**config.mk**
```make
export PLATFORM = sky130hd
export DESIGN_NAME = pdpp_cordic_cell
export DESIGN_NICKNAME = d
export VERILOG_FILES = /design/src/hdl/pdpp_pkg.sv /design/src/hdl/pdpp_cordic_cell.sv
export SDC_FILE = /design/constraint.sdc
export NUM_CORES = 1
export LEC_CHECK = 0
export BUFFER_PORTS_ARGS = -buffer_cell sky130_fd_sc_hd__buf_2
export CORE_UTILIZATION = 55
export DETAILED_ROUTE_END_ITERATION = 7
export GPL_TIMING_DRIVEN = 1
export PLACE_DENSITY_LB_ADDON = 0.25
export SLEW_MARGIN = 0
export SYNTH_ARGS = -nofsm -noshare
export SYNTH_HDL_FRONTEND = slang
export SYNTH_SLANG_ARGS = --single-unit
```
**constraint.sdc**
```tcl
create_clock -name clock -period 3.8 [get_ports clock]
set_clock_uncertainty 0.2 [all_clocks]
set_input_delay 0.57 -clock clock [delete_from_list [all_inputs] [get_ports clock]]
set_output_delay 0.57 -clock clock [all_outputs]
set_load 0.05 [all_outputs]
```
**src/hdl/pdpp_pkg.sv**
```systemverilog
// ----------------------------------------------------------------------------
// pdpp_pkg
// Shared types, constants and the arctangent table of the photon packer.
// ----------------------------------------------------------------------------
package pdpp_pkg;

   localparam int DIR_W    = 16;
   localparam int POW_W    = 31;
   localparam int CODE_W   = 8;
   localparam int STEPS    = 24;
   localparam int ROOT_W   = 16;
   localparam int RAD_W    = 32;
   localparam int VEC_W    = 36;
   localparam int ACC_W    = 34;
   localparam logic [POW_W-1:0] BLACK_LIMIT = 31'h0A4FB11F;

   typedef logic signed [VEC_W-1:0] vec_type;
   typedef logic signed [ACC_W-1:0] acc_type;

   typedef struct packed {
      logic [CODE_W-1:0] red;
      logic [CODE_W-1:0] green;
      logic [CODE_W-1:0] blue;
      logic [CODE_W-1:0] expo;
   } rgbe_type;

   typedef struct packed {
      vec_type x;
      vec_type y;
      acc_type acc;
   } rot_type;

   function automatic acc_type atan_unit(input int i);
      logic [31:0] t;
      case (i)
         0:  t = 32'h20000000;  1:  t = 32'h12E4051E;  2:  t = 32'h09FB385B;
         3:  t = 32'h051111D4;  4:  t = 32'h028B0D43;  5:  t = 32'h0145D7E1;
         6:  t = 32'h00A2F61E;  7:  t = 32'h00517C55;  8:  t = 32'h0028BE53;
         9:  t = 32'h00145F2F;  10: t = 32'h000A2F98;  11: t = 32'h000517CC;
         12: t = 32'h00028BE6;  13: t = 32'h000145F3;  14: t = 32'h0000A2F9;
         15: t = 32'h0000517C;  16: t = 32'h000028BE;  17: t = 32'h0000145F;
         18: t = 32'h00000A2F;  19: t = 32'h00000517;  20: t = 32'h0000028B;
         21: t = 32'h00000145;  22: t = 32'h000000A2;  23: t = 32'h00000051;
         default: t = 32'h0;
      endcase
      return acc_type'({2'b00, t});
   endfunction

   function automatic logic [CODE_W-1:0] mant_byte(input logic [POW_W-1:0] bits,
                                                   input logic [7:0] top_exp);
      logic [7:0]  e;
      logic [23:0] m;
      logic [8:0]  sh;
      e = bits[30:23];
      m = {(e != 8'd0), bits[22:0]};
      if (e == 8'd0) e = 8'd1;
      sh = {1'b0, top_exp} - {1'b0, e} + 9'd16;
      if (e > top_exp || sh >= 9'd24) return '0;
      return CODE_W'(m >> sh[4:0]);
   endfunction

endpackage

```
**src/hdl/pdpp_cordic_cell.sv**
```systemverilog
// ----------------------------------------------------------------------------
// pdpp_cordic_cell
// One vectoring rotation of the arctangent chain, registered.
// ----------------------------------------------------------------------------
module pdpp_cordic_cell #(
   parameter int STEP = 0
) (
   input  logic              clock,
   input  logic              enable,
   input  pdpp_pkg::rot_type rot_in_d,
   output pdpp_pkg::rot_type rot_out_q
);
   import pdpp_pkg::*;

   rot_type rot_ff, rot_in;

   always_comb begin
      rot_in = rot_in_d;
      if (rot_in_d.y > 0) begin
         rot_in.x   = rot_in_d.x + (rot_in_d.y >>> STEP);
         rot_in.y   = rot_in_d.y - (rot_in_d.x >>> STEP);
         rot_in.acc = rot_in_d.acc + atan_unit(STEP);
      end else if (rot_in_d.y < 0) begin
         rot_in.x   = rot_in_d.x - (rot_in_d.y >>> STEP);
         rot_in.y   = rot_in_d.y + (rot_in_d.x >>> STEP);
         rot_in.acc = rot_in_d.acc - atan_unit(STEP);
      end
   end

   always_ff @(posedge clock) begin
      if (enable) rot_ff <= rot_in;
   end

   assign rot_out_q = rot_ff;
endmodule

```
==> flow_summary.ini, run 1 <==
[logic_synthesis]
synthesis.nets = 1502
synthArstFlopShare_pct = 0
synth_ff_type = edfxtp_1
netlist_area_um2 = 10640
ys_seq_area_share_pct = 29.93
synthCells = 1280
synth-edff-count = 106
yosysWarnings = 0
synth-seq-cells = 106
syn_area_per_cell_um2 = 8.310
ys_types = 76

[cts]
clock_tree.root_cell = clkbuf_16
cts_setup_buffers = 0
cts-hold-fix-buffers = 0
post_cts.resized_instances = 0
clock_path_buffers = 2
path_clk_slew_ns = 0.08
cts_tree = built
cts_buffers = 9
htreeDepth = 3
cts_sinks = 106

[sta]
clock.fmax_mhz = 268.4
hold_violations = 0
timing.final.ws_setup_ns = 0.07377
finalSetupViolCount = 0
hold_ws_ns = 0.1722
worst_slew_pin_slew_ns = 1.382
layout_min_cycle_time_ns = 3.726
finalMaxSlewViolations = 0
finalCritPeriodShare_pct = 98.06
slew_headroom_pct = 7.741
rsz0062_at_grt = no

[placed_design]
gp_congestion = 1.052
place_ws_ns = -0.1454
post-place-cells = 1898
port_buffers = 213
place_hpwl_um = 32560

[hold_path]
hold_class = in2reg

[worst_setup_path]
arrival_ns = 3.65
path_buf_inv = 4
cpMaxStageDelayCell = o31ai_1
crit_type = in2reg
critPathLaunchType = primary input
max_stage_delay_ns = 0.50
crit_family = compound AO/OA/AOI/OAI gates
worstPathRequired_ns = 3.72
cp-end-kind = register
cp_max_fo = 7
path_cells = buf_2, inv_1, ha_1, and4_1, and3_1, a211o_1, a31oi_1, o31ai_1, a21oi_1, buf_4, o31ai_1, buf_4, mux2i_1, a211o_1

[power]
seqPwrFrac_pct = 31.2
power.switching_mw = 2.109
swShare_pct = 43.37
pwr-share-comb_pct = 49.1
ir_drop_v = 0.0002927
p_int_mw = 2.754
power_leakage_nw = 6.419
power.total_mw = 4.864
clockPowerShare_pct = 19.7
powerDensity_nw_per_um2 = 354.7

[floorplanning]
fp.dieW_um = 141.1
core_um2 = 18830
ioPinCount = 214
chipHeight_um = 141.1
num_rows = 50
start_util_pct = 56.49
die-area_um2 = 19900

[finish]
layout-drive-gt1-share_pct = 28.60
diodes = 0
nets = 1871
largest_reg_flops = 106
nFillCells = 1522
stdcell_count = 1914
syn_to_final_growth_pct = 28.91

[route]
dr.pass1.iters = 6
drc = 0
vias_per_cell = 6.347
routed_wl_um = 41360
routedWlPerCell_um = 21.61
dr.first_iter.drc_count = 1397
ant_nets = 0
vias = 12150

[global_route]
grt_pass1_vias = 11340
track_usage_pct = 41.27
antenna_found_initial = 0
grt_max_degree = 71
grt-ovfl-total = 0
grt_pass1_wl_um = 62980

[run_status]
outcome = finished clean

[run]
drv_cap = 0
## routing by layer
| layer | up-vias | GRT usage (%) | wire, um | share of wire, % |
|---|---|---|---|---|
| met1 | 5655 | 54.64 | 16660 | 40 |
| met2 | 838 | 63.86 | 17960 | 43 |
| met4 | 0 | 19.11 | 1909 | 4.6 |
| met5 | - | 0 | 0 | 0 |
| met3 | 142 | 9.511 | 4831 | 12 |
| li1 | 5513 | - | - | - |
## power by group through the flow
stage,clock (mW),combinational (mW),sequential (mW)
floorplan,0,0.943,2.05
finish,0.960,2.39,1.52
detailed placement,0,2.32,1.54
global route,0.999,2.52,1.53
CTS,0.961,2.33,1.52
global placement,0,2.28,1.54
## path summary, 6_finish.rpt
check                             to  slack [ns]          from  depth (start not counted)
worst min-delay path   rot_out_q[25]        0.17  rot_in_d[25]                          1
worst max-delay path  rot_out_q[103]        0.07  rot_in_d[47]                         14
## synthesized netlist by cell type (all sizes together), types with 4 or more instances
cell type | n | area, um2
clkbuf | 57 | 214.0
edfxtp | 106 | 3183
nor2 | 106 | 397.9
o22ai | 21 | 131.4
buf | 21 | 97.59
a221o | 4 | 40.04
xnor2 | 16 | 140.1
or2 | 5 | 31.28
o21a | 9 | 67.56
nand2 | 75 | 281.5
and4 | 6 | 52.55
a2bb2oi | 4 | 35.03
a211oi | 15 | 125.1
o221ai | 10 | 87.58
mux2i | 10 | 100.1
nor2b | 12 | 75.07
a22oi | 13 | 97.59
a221oi | 22 | 205.2
o2111ai | 5 | 43.79
nand4 | 16 | 100.1
o31ai | 22 | 178.9
a21o | 35 | 262.8
o21ai | 80 | 400.4
nor4 | 16 | 100.1
o211ai | 9 | 67.56
nand3 | 23 | 115.1
inv | 109 | 409.1
o21bai | 25 | 187.7
a21oi | 150 | 750.7
and2 | 9 | 56.31
o22a | 7 | 61.31
or3 | 12 | 75.07
nand2b | 21 | 138.9
a31oi | 18 | 118.9
ha | 111 | 1389
and3 | 11 | 68.82
nor3 | 27 | 135.1
a32oi | 4 | 35.03
a211o | 10 | 87.58
## cell families after synthesis
| kind of cell | share of synthesized area [%] |
|---|---|
| xor+xnor | 1.565 |
| simple gates | 15.88 |
| compound gates | 31.11 |
| flops | 29.93 |
| mux | 1.047 |
| fa+ha+maj | 13.62 |
| buf+inv | 6.846 |
## cell usage in the layout (no fill, tap or decap), types with 21 or more instances in the layout
master,count
buf_4,222
buf_2,212
a21oi_1,150
ha_1,111
inv_1,109
edfxtp_1,106
nor2_1,105
o21ai_0,78
nand2_1,75
a21o_1,35
nor3_1,27
o21bai_1,25
nand3_1,23
o31ai_1,21
o22ai_1,21
## through the flow
step	utilization, %	setup TNS [ns]	cell area (um2)
global placement	71.27	-0.8227	13420
CTS	72.78	0	13710
floorplan	-	0	10640
finish	72.82	0	13710
detailed placement	71.27	-0.9272	13420
global route	72.82	0	13710
## final cells by class
cell class / instances / area (um2) / share of cell area, %
Clock buffer: 10 / 229.0 / 1.670
Clock inverter: 6 / 56.30 / 0.4106
Inverter: 111 / 416.7 / 3.039
Multi-Input combinational cell: 985 / 6734 / 49.11
Sequential cell: 106 / 3183 / 23.21
Tap cell: 260 / 325.3 / 2.372
Timing Repair Buffer: 436 / 2768 / 20.18
Power figures use the tool's default switching activity.
==> run 2, diff against run 1 <==
- REMOVE_ABC_BUFFERS: unset -> 1
==> run 2 against run 1 <==
- cell area is 0.39% higher
- sequential power hardly changed
- worst hold slack hardly changed
- total power is 0.75% higher
- count of clock-buffer cells in the layout is 1 lower
- global-route usage is 1.2 points lower
==> flow_summary.ini, run 2 (synthesized netlist as in run 1, its figures left out) <==
[cts]
htreeDepth = 3
cts_sinks = 106
cts_setup_buffers = 0
cts_buffers = 9
clock_path_buffers = 2
cts_tree = built
clock_tree.root_cell = clkbuf_16
path_clk_slew_ns = 0.08

[worst_setup_path]
crit_type = in2reg
cp-end-kind = register
arrival_ns = 3.56
cp_max_fo = 5
critPathLaunchType = primary input
worstPathRequired_ns = 3.72

[route]
drc = 0
vias_per_cell = 6.284
dr.pass1.iters = 7
ant_nets = 0
dr.first_iter.drc_count = 1383
vias = 12030
routedWlPerCell_um = 21.14
routed_wl_um = 40480

[sta]
layout_min_cycle_time_ns = 3.638
rsz0062_at_grt = no
slew_headroom_pct = 20.34
finalMaxSlewViolations = 0
hold_violations = 0
finalCritPeriodShare_pct = 95.75
worst_slew_pin_slew_ns = 1.192
hold_ws_ns = 0.1721
clock.fmax_mhz = 274.9
finalSetupViolCount = 0

[finish]
nFillCells = 1491
nets = 1870
largest_reg_flops = 106
layout_common_cells = buf_4, buf_2, a21oi_1
syn_to_final_growth_pct = 29.42
design_area_um2 = 13770
layout_commonest_cell = buf_4
layout-drive-gt1-share_pct = 28.55
stdcell_count = 1915

[placed_design]
gp_congestion = 1.047
place_hpwl_um = 31670
placed_area_um2 = 13460
port_buffers = 213
post-place-cells = 1897

[floorplanning]
die-area_um2 = 19900
ioPinCount = 214
chipHeight_um = 141.1
core_um2 = 18830
fp.dieW_um = 141.1
num_rows = 50
start_util_pct = 56.49

[power]
ir_drop_v = 0.0002388
power_leakage_nw = 6.435
powerDensity_nw_per_um2 = 356.0

[global_route]
grt_max_degree = 107
track_usage_pct = 40.09
busiest_layer = met2
grt_pass1_wl_um = 61150
use_met3_pct = 9.171
antenna_found_initial = 2
grt-ovfl-total = 0
gr-usage-met1_pct = 55.18
grt_pass1_vias = 11060
grt_use_met2_pct = 61.75

[run_status]
outcome = finished clean

[hold_path]
hold_class = in2reg

[run]
drv_cap = 0
## run 2: stage by stage
stage	utilization, %	power, mW	TNS [ns]	setup WS, ns
global placement	71.46	3.818	-0.1687	-0.07706
finish	73.10	4.900	0	0.1617
global route	73.09	5.076	0	0.007700
detailed placement	71.46	3.852	-0.4299	-0.08104
CTS	73.08	4.853	0	0.2765
floorplan	-	2.955	0	0.1792
## run 2: worst max-delay path: stages
cell and delay [ns]:
buf_2 0.13, inv_1 0.06, ha_1 0.36, buf_4 0.16
and4_1 0.29, and3_1 0.18, a211o_1 0.10, a31oi_1 0.07
o31ai_1 0.29, buf_4 0.20, a21oi_1 0.12, o31ai_1 0.59
mux2i_1 0.18, a211o_1 0.25
## run 2: power by group
group / switching [mW] / leakage (nW) / internal, mW / total (mW)
Combinational: 1.55 / 5.25 / 0.824 / 2.38
Clock: 0.534 / 0.146 / 0.472 / 1.01
Sequential: 0.0429 / 1.04 / 1.47 / 1.52
Total: 2.13 / 6.43 / 2.77 / 4.90
## run 2: path summary, 6_finish.rpt
| check | startpoint | end | slack, ns | cells past startpoint |
|---|---|---|---|---|
| worst min-delay path | rot_in_d[23] | rot_out_q[23] | 0.17 | 1 |
| worst max-delay path | rot_in_d[47] | rot_out_q[103] | 0.16 | 14 |
## run 2: final cells by class
cell class | instances | area (um2) | area share [%]
Clock inverter | 7 | 80.08 | 0.5817
Sequential cell | 106 | 3183 | 23.12
Multi-Input combinational cell | 985 | 6733 | 48.91
Antenna cell | 2 | 5.005 | 0.03636
Tap cell | 260 | 325.3 | 2.363
Clock buffer | 9 | 225.2 | 1.636
Inverter | 111 | 416.7 | 3.027
Timing Repair Buffer | 435 | 2798 | 20.32
## run 2: what timing repair did
action,in CTS,in global routing
hold buffers,0,0
hold endpoints to repair,0,0
gates resized for setup,0,1
setup endpoints to repair,0,1
## run 2: per-layer routing
metal | wire [um] | vias up
li1 | - | 5520
met1 | 16700 | 5641
met2 | 17750 | 801
met3 | 4893 | 72
met4 | 1132 | 0
met5 | 0 | -
