File: src/hdl/pdpp_pkg.sv
// ----------------------------------------------------------------------------
// pdpp_pkg
// Shared types, constants and the arctangent table of the photon packer.
// ----------------------------------------------------------------------------
package pdpp_pkg;

   localparam int DIR_W    = 16;
   localparam int POW_W    = 31;
   localparam int CODE_W   = 8;
   localparam int STEPS    = 24;
   localparam int ROOT_W   = 16;
   localparam int RAD_W    = 32;
   localparam int VEC_W    = 36;
   localparam int ACC_W    = 34;
   localparam logic [POW_W-1:0] BLACK_LIMIT = 31'h0A4FB11F;

   typedef logic signed [VEC_W-1:0] vec_type;
   typedef logic signed [ACC_W-1:0] acc_type;

   typedef struct packed {
      logic [CODE_W-1:0] red;
      logic [CODE_W-1:0] green;
      logic [CODE_W-1:0] blue;
      logic [CODE_W-1:0] expo;
   } rgbe_type;

   typedef struct packed {
      vec_type x;
      vec_type y;
      acc_type acc;
   } rot_type;

   function automatic acc_type atan_unit(input int i);
      logic [31:0] t;
      case (i)
         0:  t = 32'h20000000;  1:  t = 32'h12E4051E;  2:  t = 32'h09FB385B;
         3:  t = 32'h051111D4;  4:  t = 32'h028B0D43;  5:  t = 32'h0145D7E1;
         6:  t = 32'h00A2F61E;  7:  t = 32'h00517C55;  8:  t = 32'h0028BE53;
         9:  t = 32'h00145F2F;  10: t = 32'h000A2F98;  11: t = 32'h000517CC;
         12: t = 32'h00028BE6;  13: t = 32'h000145F3;  14: t = 32'h0000A2F9;
         15: t = 32'h0000517C;  16: t = 32'h000028BE;  17: t = 32'h0000145F;
         18: t = 32'h00000A2F;  19: t = 32'h00000517;  20: t = 32'h0000028B;
         21: t = 32'h00000145;  22: t = 32'h000000A2;  23: t = 32'h00000051;
         default: t = 32'h0;
      endcase
      return acc_type'({2'b00, t});
   endfunction

   function automatic logic [CODE_W-1:0] mant_byte(input logic [POW_W-1:0] bits,
                                                   input logic [7:0] top_exp);
      logic [7:0]  e;
      logic [23:0] m;
      logic [8:0]  sh;
      e = bits[30:23];
      m = {(e != 8'd0), bits[22:0]};
      if (e == 8'd0) e = 8'd1;
      sh = {1'b0, top_exp} - {1'b0, e} + 9'd16;
      if (e > top_exp || sh >= 9'd24) return '0;
      return CODE_W'(m >> sh[4:0]);
   endfunction

endpackage

File: src/hdl/pdpp_root_cell.sv
// ----------------------------------------------------------------------------
// pdpp_root_cell
// One digit step of the restoring square root, registered.
// ----------------------------------------------------------------------------
module pdpp_root_cell #(
   parameter int BIT_POS = 0
) (
   input  logic                       clock,
   input  logic                       enable,
   input  logic [pdpp_pkg::RAD_W-1:0] rem_in_d,
   input  logic [pdpp_pkg::RAD_W-1:0] root_in_d,
   output logic [pdpp_pkg::RAD_W-1:0] rem_out_q,
   output logic [pdpp_pkg::RAD_W-1:0] root_out_q
);
   import pdpp_pkg::*;

   localparam logic [RAD_W-1:0] BIT = RAD_W'(1) << (2 * BIT_POS);

   logic [RAD_W-1:0] rem_ff, rem_in, root_ff, root_in, trial;

   always_comb begin
      trial = root_in_d + BIT;
      if (rem_in_d >= trial) begin
         rem_in  = rem_in_d - trial;
         root_in = (root_in_d >> 1) + BIT;
      end else begin
         rem_in  = rem_in_d;
         root_in = root_in_d >> 1;
      end
   end

   always_ff @(posedge clock) begin
      if (enable) begin
         rem_ff  <= rem_in;
         root_ff <= root_in;
      end
   end

   assign rem_out_q  = rem_ff;
   assign root_out_q = root_ff;
endmodule

File: config.mk
export PLATFORM = sky130hd
export DESIGN_NAME = pdpp_root_cell
export DESIGN_NICKNAME = d
export VERILOG_FILES = /design/src/hdl/pdpp_pkg.sv /design/src/hdl/pdpp_root_cell.sv
export SDC_FILE = /design/constraint.sdc
export NUM_CORES = 1
export LEC_CHECK = 0
export CAP_MARGIN = 20
export CORE_MARGIN = 2
export CORE_UTILIZATION = 38
export CTS_CLUSTER_DIAMETER = 40
export DETAILED_ROUTE_END_ITERATION = 16
export DONT_BUFFER_PORTS = 1
export SLEW_MARGIN = 20
export SYNTH_ARGS = -nofsm -noshare
export SYNTH_HDL_FRONTEND = slang
export SYNTH_SLANG_ARGS = --single-unit
File: constraint.sdc
create_clock -name clock -period 6.5 [get_ports clock]
set_input_delay 0.975 -clock clock [delete_from_list [all_inputs] [get_ports clock]]
set_output_delay 0.975 -clock clock [all_outputs]
set_load 0.1 [all_outputs]
==> results of run 1 <==
state kept, by name, indices dropped and copies added, names as in the netlist:
signal,count
root_out_q,32
rem_out_q,32
synth_stat cells (all sizes together), types with 5 or more instances:
cell type   n  area, um2
and3        8      50.05
nor4        8      50.05
or3         7      48.80
clkbuf     15      56.30
inv        14      52.55
xor2       34      297.8
o31ai      10      75.07
nand4      22      137.6
edfxtp     64       1922
o21bai      5      37.54
a21oi      32      160.2
nor2       40      150.1
ha         34      425.4
nor3       11      75.07
nand3      19      100.1
a21o        9      67.56
buf        14      86.32
nand2      91      341.6
xnor2      51      446.7
o21ai      46      230.2
report_power, final:
part	internal, mW	switching (mW)	leakage (nW)
clock network	0.293	0.186	0.136
registers	0.519	0.358	0.625
logic	0.117	0.182	1.25
routing by layer:
layer  vias to the layer above  share of wire
met5                         -              0
met1                      1981           0.45
li1                       2085              -
met3                        21          0.078
met4                         0          0.021
met2                       169           0.45
logic make-up (layout without fill, tap and decap cells):
kind of cell               count (synthesis)  in the layout
and+or+nand+nor                          223            223
AOI/OAI and AO/OA                        130            130
xor gates and xnor gates                  85             85
DFF                                       64             64
buffers and inverters                     43             33
adders and majority gates                 35             35
muxes                                      1              1
worst max-delay path: stages:
cell and delay (ns):
ha_1 0.17, and3_1 0.23, nand4_1 0.21, nor4_1 0.63, and3_1 0.31, nand3_1 0.13, nor2_1 0.13, xnor2_1 0.16
ha_1 0.36, a21oi_1 0.45, o21ai_0 0.23, nor2_1 0.22, o31ai_1 0.11, o21ai_1 0.27, a21o_2 0.40, buf_4 0.42
o21ai_0 0.16
final cells by class:
type / instances / area (um2)
fillers: 1338 / 7735
multi-input cells: 474 / 3108
flip-flops and latches: 64 / 1922
clock buffers: 9 / 225.2
well taps: 176 / 220.2
clock inverters: 7 / 62.56
inverters: 14 / 52.55
repair buffers: 3 / 22.52
worst paths after layout:
path	start	end	slack, ns	cells past startpoint
worst min-delay path	enable	rem_out_q[10]	0.76	0
worst max-delay path	root_in_d[1]	rem_out_q[10]	0.97	17
per-stage QoR:
step	instances	total power, mW
2_1_floorplan	581	1.119
3_3_place_gp	731	1.176
3_5_place_dp	731	1.181
4_1_cts	747	1.663
5_1_grt	747	1.723
6_report	747	1.654
cell usage in the layout (no fill, tap or decap), types with 4 or more instances in the layout:
cell type / count
ha_1: 34
o21bai_1: 5
o21a_1: 4
nand3_1: 18
clkbuf_16: 9
nor3_1: 7
inv_1: 14
a21o_1: 8
a211oi_1: 4
or2_2: 4
and3_1: 8
nand4_1: 22
edfxtp_1: 64
and4_1: 4
nand2_1: 91
a21oi_1: 32
xnor2_1: 51
nor3_2: 4
xor2_1: 34
o31ai_1: 10
nor4_1: 8
nor2_1: 40
o21ai_0: 44
or3_1: 6
==> results_dict.tcl, run 1 <==
set metrics [dict create \
    status "finished clean" \
    die_height_um 121.2 \
    final_area_um2 5613 \
    final-hold-violation-count 0 \
    crit_path_end_kind "register" \
    synth_enable_flop_cells 64 \
    drtPass1Iterations 5 \
    cts_root_buf "clkbuf_16" \
    use_met1 0.2715 \
    p_leak_nw 2.007 \
    critPathKind "in -> reg" \
    drive_above_1_share 0.05254 \
    grt_use_met3 0.06344 \
    muxShareOfSynthArea 0.001916 \
    max_freq_mhz 181.0 \
    num_rows 42 \
    dieArea_um2 14700 \
    grt_pass1_vias 4073 \
    dpl.hpwl_um 11750 \
    relSlewSlack 0.3468 \
    synthesis.nets 682 \
    power_density_nw_per_um2 294.8 \
    ios 130 \
    start_kind "input pin" \
    gp_congestion 0.8974 \
    synth_fa_ha_area_frac 0.08527 \
    synth_ff_type "edfxtp_1" \
    vias_per_cell 5.697 \
    n_antenna_cell 0 \
    coreArea_um2 13350 \
    maxCapViolCount 0 \
    grt_pass1_wl_um 22780 \
    fin_tns_setup_ns 0 \
    slew_violations 0 \
    wl_per_cell_um 20.15 \
    ir_drop_mv 0.1307 \
    vias 4256 \
    cts_buffers 9 \
    synth_xor_area_frac 0.1425 \
    syn-cell-area_um2 5224 \
    synthSimpleGateAreaFrac 0.2055 \
    rsz0062_at_grt "no" \
    chipWidth_um 121.2 \
    grt_usage 0.2047 \
    cts_sinks 64 \
    syn_to_final_growth_pct 7.449 \
    cts.clk_slew.worst_paths_ns 0.06 \
    use_met2 0.3199 \
    synth_compound_area_frac 0.1595 \
    min_path_type "in -> reg" \
    drc_errors 0 \
    drt_iter0_markers 375 \
    wl_um 15050 \
    whs_ns 0.7613 \
    cts_setup_buffers 0 \
    detail-route-antenna-nets 0 \
    syn_area_per_cell_um2 8.991 \
    pre_cts_slack_ns 0.7167 \
    async_flop_share 0 \
    synthDistinctLibCells 53 \
    fin_crit_sh 0.8501 \
    nets 667 \
    cp.arrival_ns 5.59 \
    post_dp_cell_area_um2 5325 \
    antenna_found_initial 0 \
    ys_warn_count 0 \
    cp.required_ns 6.57 \
    synth_cells 581 \
    cts_tree "yes" \
    ys_seq_area_frac 0.3679 \
    grt.busiest_layer "met2" \
    grt_remaining_overflow 0 \
    final-setup-viol-count 0 \
    clock_path_buffers 2 \
    port_buffers 0 \
    cts_hold_buf 0 \
    fin_util 0.4205 \
    worst_slew_pin_slew_ns 0.9819 \
    period_minus_slack_ns 5.526 \
    cts-htree-levels 3 \
    grt_max_degree 65 \
    cp_max_fo 42 \
    start_util 0.3914 \
    setup_slack_ns 0.9741 \
    ys_seq_elements 64 \
    synth_top_family_by_area "simple AND/OR/NAND/NOR gates" \
    cts_resized 0 \
]
Power figures use the tool's default switching activity.
==> run 2: changes to the inputs <==
--- a/config.mk
+++ b/config.mk
@@ -6,11 +6,14 @@
 export NUM_CORES = 1
 export LEC_CHECK = 0
 export CAP_MARGIN = 20
+export CELL_PAD_IN_SITES_DETAIL_PLACEMENT = 1
+export CELL_PAD_IN_SITES_GLOBAL_PLACEMENT = 2
 export CORE_MARGIN = 2
 export CORE_UTILIZATION = 38
 export CTS_CLUSTER_DIAMETER = 40
 export DETAILED_ROUTE_END_ITERATION = 16
 export DONT_BUFFER_PORTS = 1
+export PLACE_DENSITY_LB_ADDON = 0.1
 export SLEW_MARGIN = 20
 export SYNTH_ARGS = -nofsm -noshare
 export SYNTH_HDL_FRONTEND = slang
==> run 2 against run 1 <==
Against the previous run:
- sequential power is essentially flat
- clock power is essentially flat
- maximum frequency grew 2.8%
- final area grew 0.13%
- utilization grew 0.056 points
- setup slack gained 0.15 ns
- die area is the same
- hold slack lost 0.022 ns
- highest routed layer unchanged
==> results_dict.tcl, run 2 (synthesis gave the netlist of run 1 again) <==
set metrics [dict create \
    status "finished clean" \
    detail-route-antenna-nets 0 \
    start_util 0.3914 \
    cpPeakStageDelay_ns 0.64 \
    dpl.hpwl_um 12470 \
    num_rows 42 \
    vias 4255 \
    cp_top_family "simple AND/OR/NAND/NOR gates" \
    grt_max_degree 65 \
    critPathKind "in -> reg" \
    rsz0062_at_grt "no" \
    max_freq_mhz 186.0 \
    syn_to_final_growth_pct 7.593 \
    grt_usage 0.2236 \
    cts_sinks 64 \
    cp.required_ns 6.58 \
    swShare 0.4400 \
    crit_cells 17 \
    crit_path_end_kind "register" \
    coreArea_um2 13350 \
    relSlewSlack 0.3630 \
    maxCapViolCount 0 \
    nets 668 \
    cts_hold_buf 0 \
    cts_tree "yes" \
    slowest_stage "nor4_1" \
    routed-wl-met2_um 7087 \
    p_leak_nw 2.013 \
    wl_met3_um 1079 \
    cts.clk_slew.worst_paths_ns 0.06 \
    grt_pass1_wl_um 25100 \
    power_density_nw_per_um2 295.5 \
    ir_drop_mv 0.1202 \
    start_kind "input pin" \
    fin_util 0.4211 \
    final_cell_mix "nand2_1 (91), edfxtp_1 (64), xnor2_1 (51)" \
    final_common_cell "nand2_1" \
    post_dp_cell_area_um2 5333 \
    whs_path_depth 0 \
    wl_um 15970 \
    antenna_found_initial 0 \
    slew_violations 0 \
    final-setup-viol-count 0 \
    drive_above_1_share 0.05245 \
    switching_power_mw 0.7308 \
    worst_slew_pin_slew_ns 0.9575 \
    grt_pass1_vias 4432 \
    final-hold-violation-count 0 \
    cts_buffers 9 \
    fin_crit_sh 0.8271 \
    final_area_um2 5620 \
    chipWidth_um 121.2 \
    cts_setup_buffers 0 \
    dieArea_um2 14700 \
    vias_per_cell 5.689 \
    power.share.clock 0.290 \
    power.internal_mw 0.9302 \
    combPwrFrac 0.183 \
    ios 130 \
    min_path_type "in -> reg" \
    fin_tns_setup_ns 0 \
    clock_path_buffers 2 \
    n_antenna_cell 0 \
    drtPass1Iterations 4 \
    cts_root_buf "clkbuf_16" \
    cts-htree-levels 3 \
    met1Wirelength_um 7549 \
    gp_congestion 0.8573 \
    crit_path_cell_trace "ha_1 > and3_1 > nand4_1 > nor4_1 > and3_1 > nand3_1 > nor2_1 > xnor2_1 > ha_1 > a21oi_1 > o21ai_0 > nor2_1 > o31ai_1 > o21ai_1 > a21o_2 > buf_4 > o21ai_0" \
    seqPwrFrac 0.527 \
    port_buffers 0 \
    drt_iter0_markers 200 \
    highest_layer "met4" \
    cp.arrival_ns 5.46 \
    drc_errors 0 \
    cp_num_buf_inv 1 \
    die_height_um 121.2 \
    cts_resized 0 \
    whs_ns 0.7395 \
    grt_remaining_overflow 0 \
    period_minus_slack_ns 5.376 \
    wl_per_cell_um 21.35 \
    cp_max_fo 20 \
]
[run 2: changes by cell type in the layout (fill, tap and decap cells not counted), sizes merged]
cell	change
buf	+1
clkinv	+1
clkinvlp	-1
[run 2: path summary, 6_finish.rpt]
check	startpoint	end	slack (ns)
worst max-delay path	root_in_d[1]	rem_out_q[5]	1.12
worst min-delay path	enable	rem_out_q[19]	0.74
[run 2: power by group through the flow]
| stage | clock network (mW) | logic, mW | registers [mW] |
|---|---|---|---|
| floorplan | 0 | 0.242 | 0.877 |
| global placement | 0 | 0.295 | 0.884 |
| detailed placement | 0 | 0.303 | 0.884 |
| CTS | 0.495 | 0.305 | 0.878 |
| global route | 0.507 | 0.341 | 0.881 |
| finish | 0.481 | 0.304 | 0.876 |
[run 2: area by class of cell]
type	instances	area, um2
sequential	64	1922
clock buffer	9	225.2
fill	1590	7727
tap	176	220.2
clock inverter	7	62.56
inverter	14	52.55
timing repair buffer	4	30.03
multi-input combinational	474	3108
[run 2: per-stage QoR]
step	cells	total power, mW	worst slack [ns]
6_report	748	1.661	1.124
5_1_grt	748	1.730	0.5701
4_1_cts	748	1.677	1.178
2_1_floorplan	581	1.119	1.650
3_5_place_dp	732	1.188	0.8202
3_3_place_gp	732	1.180	1.061
[run 2: routing by layer]
layer / track usage / up-vias
li1: - / 2091
met1: 0.3068 / 2026
met2: 0.3374 / 120
met3: 0.06391 / 18
met4: 0.07543 / 0
met5: 0 / -
==> run 3: changes to the inputs <==
==> constraint.sdc (replaced) <==
create_clock -name clock -period 5.1 [get_ports clock]
set_input_delay 0.765 -clock clock [delete_from_list [all_inputs] [get_ports clock]]
set_output_delay 0.765 -clock clock [all_outputs]
set_load 0.1 [all_outputs]
==> run 3 against run 2 <==
Against the previous run:
- routed wire length up 0.49%
- critical path depth up 2
- final area up 2.0%
- via count up 0.14%
- utilization up 0.85 points
- clock-buffer cell count unchanged
- die area unchanged
- clock power up 38%
- critical path type unchanged
- largest cell class unchanged
- highest routed layer unchanged
==> results_dict.tcl, run 3 (synthesis gave the netlist of run 1 again) <==
set metrics [dict create \
    use_met1 0.3036 \
    dieArea_um2 14700 \
    cts_setup_buffers 0 \
    nets 675 \
    cts_tree "yes" \
    fin_crit_sh 0.9063 \
    cts_resized 0 \
    die_height_um 121.2 \
    fin_tns_setup_ns 0 \
    whs_path_depth 0 \
    p_leak_nw 2.077 \
    cts_hold_buf 0 \
    grt_remaining_overflow 0 \
    slew_violations 0 \
    grt_use_met3 0.05592 \
    slowest_stage "ha_1" \
    ir_drop_mv 0.1812 \
    cp.required_ns 5.17 \
    grt_max_degree 65 \
    swShare 0.4287 \
    period_minus_slack_ns 4.622 \
    drive_above_1_share 0.06563 \
    critPathKind "in -> reg" \
    whs_ns 0.5343 \
    wl_per_cell_um 21.25 \
    cp_max_fo 28 \
    vias 4261 \
    vias_per_cell 5.644 \
    power.share.clock 0.305 \
    switching_power_mw 0.9369 \
    min_path_type "in -> reg" \
    relSlewSlack 0.3597 \
    crit_path_end_kind "register" \
    rsz0062_at_grt "no" \
    cpPeakStageDelay_ns 0.47 \
    power.internal_mw 1.249 \
    chipWidth_um 121.2 \
    coreArea_um2 13350 \
    use_met2 0.3536 \
    power_density_nw_per_um2 381.1 \
    place_inst 739 \
    crit_path_cell_trace "ha_1 > and3_1 > nand4_1 > nor4_1 > buf_4 > and3_1 > nand3_1 > nor2_1 > xnor2_1 > ha_1 > a21oi_1 > o21ai_0 > nor2_1 > o31ai_1 > o21ai_1 > a21o_2 > buf_12 > nor4_1 > xor2_1" \
    cts_root_buf "clkbuf_16" \
    drc_errors 0 \
    hold_path_end "rem_out_q[22]" \
    start_kind "input pin" \
    detail-route-antenna-nets 0 \
    worst_slew_pin_slew_ns 0.9624 \
    seqPwrFrac 0.511 \
    gp_congestion 0.8962 \
    cp_num_buf_inv 2 \
    start_util 0.3914 \
    cts_buffers 9 \
    setup_slack_ns 0.4780 \
    antenna_found_initial 0 \
    cts-htree-levels 3 \
    combPwrFrac 0.184 \
    cts.clk_slew.worst_paths_ns 0.06 \
    max_freq_mhz 216.4 \
    grt_pass1_vias 4377 \
    cp_top_family "simple AND/OR/NAND/NOR gates" \
    cts_sinks 64 \
    cp.arrival_ns 4.69 \
    final-hold-violation-count 0 \
    drtPass1Iterations 4 \
    syn_to_final_growth_pct 9.772 \
    port_buffers 0 \
    ios 130 \
    nFillCells 1569 \
    n_antenna_cell 0 \
    grt.busiest_layer "met2" \
    final_cells 755 \
    final_cell_mix "nand2_1 (91), edfxtp_1 (64), xnor2_1 (51)" \
    num_rows 42 \
    maxCapViolCount 0 \
    hold_start "enable" \
    dpl.hpwl_um 12510 \
    final-setup-viol-count 0 \
    final_common_cell "nand2_1" \
    status "finished clean" \
    drt_iter0_markers 231 \
    wl_um 16050 \
    grt_usage 0.2239 \
    pre_cts_slack_ns 0.1925 \
    clock_path_buffers 2 \
    grt_pass1_wl_um 24970 \
]
## run 3: worst max path at each step
stage             startpoint  cells past startpoint             end
3_5_place_dp    root_in_d[1]                     19  root_out_q[29]
6_report        root_in_d[1]                     19  root_out_q[29]
5_1_grt         root_in_d[1]                     19  root_out_q[29]
4_1_cts         root_in_d[1]                     19  root_out_q[29]
3_3_place_gp    root_in_d[1]                     19  root_out_q[31]
2_1_floorplan  root_in_d[11]                     21   root_out_q[9]
## run 3: through the flow
step | power [mW] | util | instance area [um2]
6_report | 2.185 | 0.4296 | 5734
3_5_place_dp | 1.528 | 0.4063 | 5423
2_1_floorplan | 1.426 | - | 5224
5_1_grt | 2.272 | 0.4296 | 5734
4_1_cts | 2.205 | 0.4296 | 5734
3_3_place_gp | 1.521 | 0.4063 | 5423
## run 3: layout make-up
| type | count | area, um2 | area share |
|---|---|---|---|
| Sequential cell | 64 | 1922 | 0.3352 |
| Timing Repair Buffer | 11 | 120.1 | 0.02095 |
| Inverter | 14 | 52.55 | 0.009164 |
| Clock inverter | 7 | 86.33 | 0.01506 |
| Multi-Input combinational cell | 474 | 3108 | 0.5420 |
| Tap cell | 176 | 220.2 | 0.03840 |
| Clock buffer | 9 | 225.2 | 0.03928 |
## run 3: layer usage
metal | wire (um) | up-vias
met5 | 0 | -
met4 | 155 | 0
met3 | 912 | 14
met2 | 7350 | 118
met1 | 7629 | 2032
li1 | - | 2097
## run 3: power by group through the flow
stage	registers, mW	clock network, mW	logic [mW]
after global routing	1.12	0.697	0.453
after CTS	1.12	0.682	0.403
after global placement	1.13	0	0.394
after detailed placement	1.13	0	0.400
final	1.12	0.666	0.403
after floorplan	1.12	0	0.308
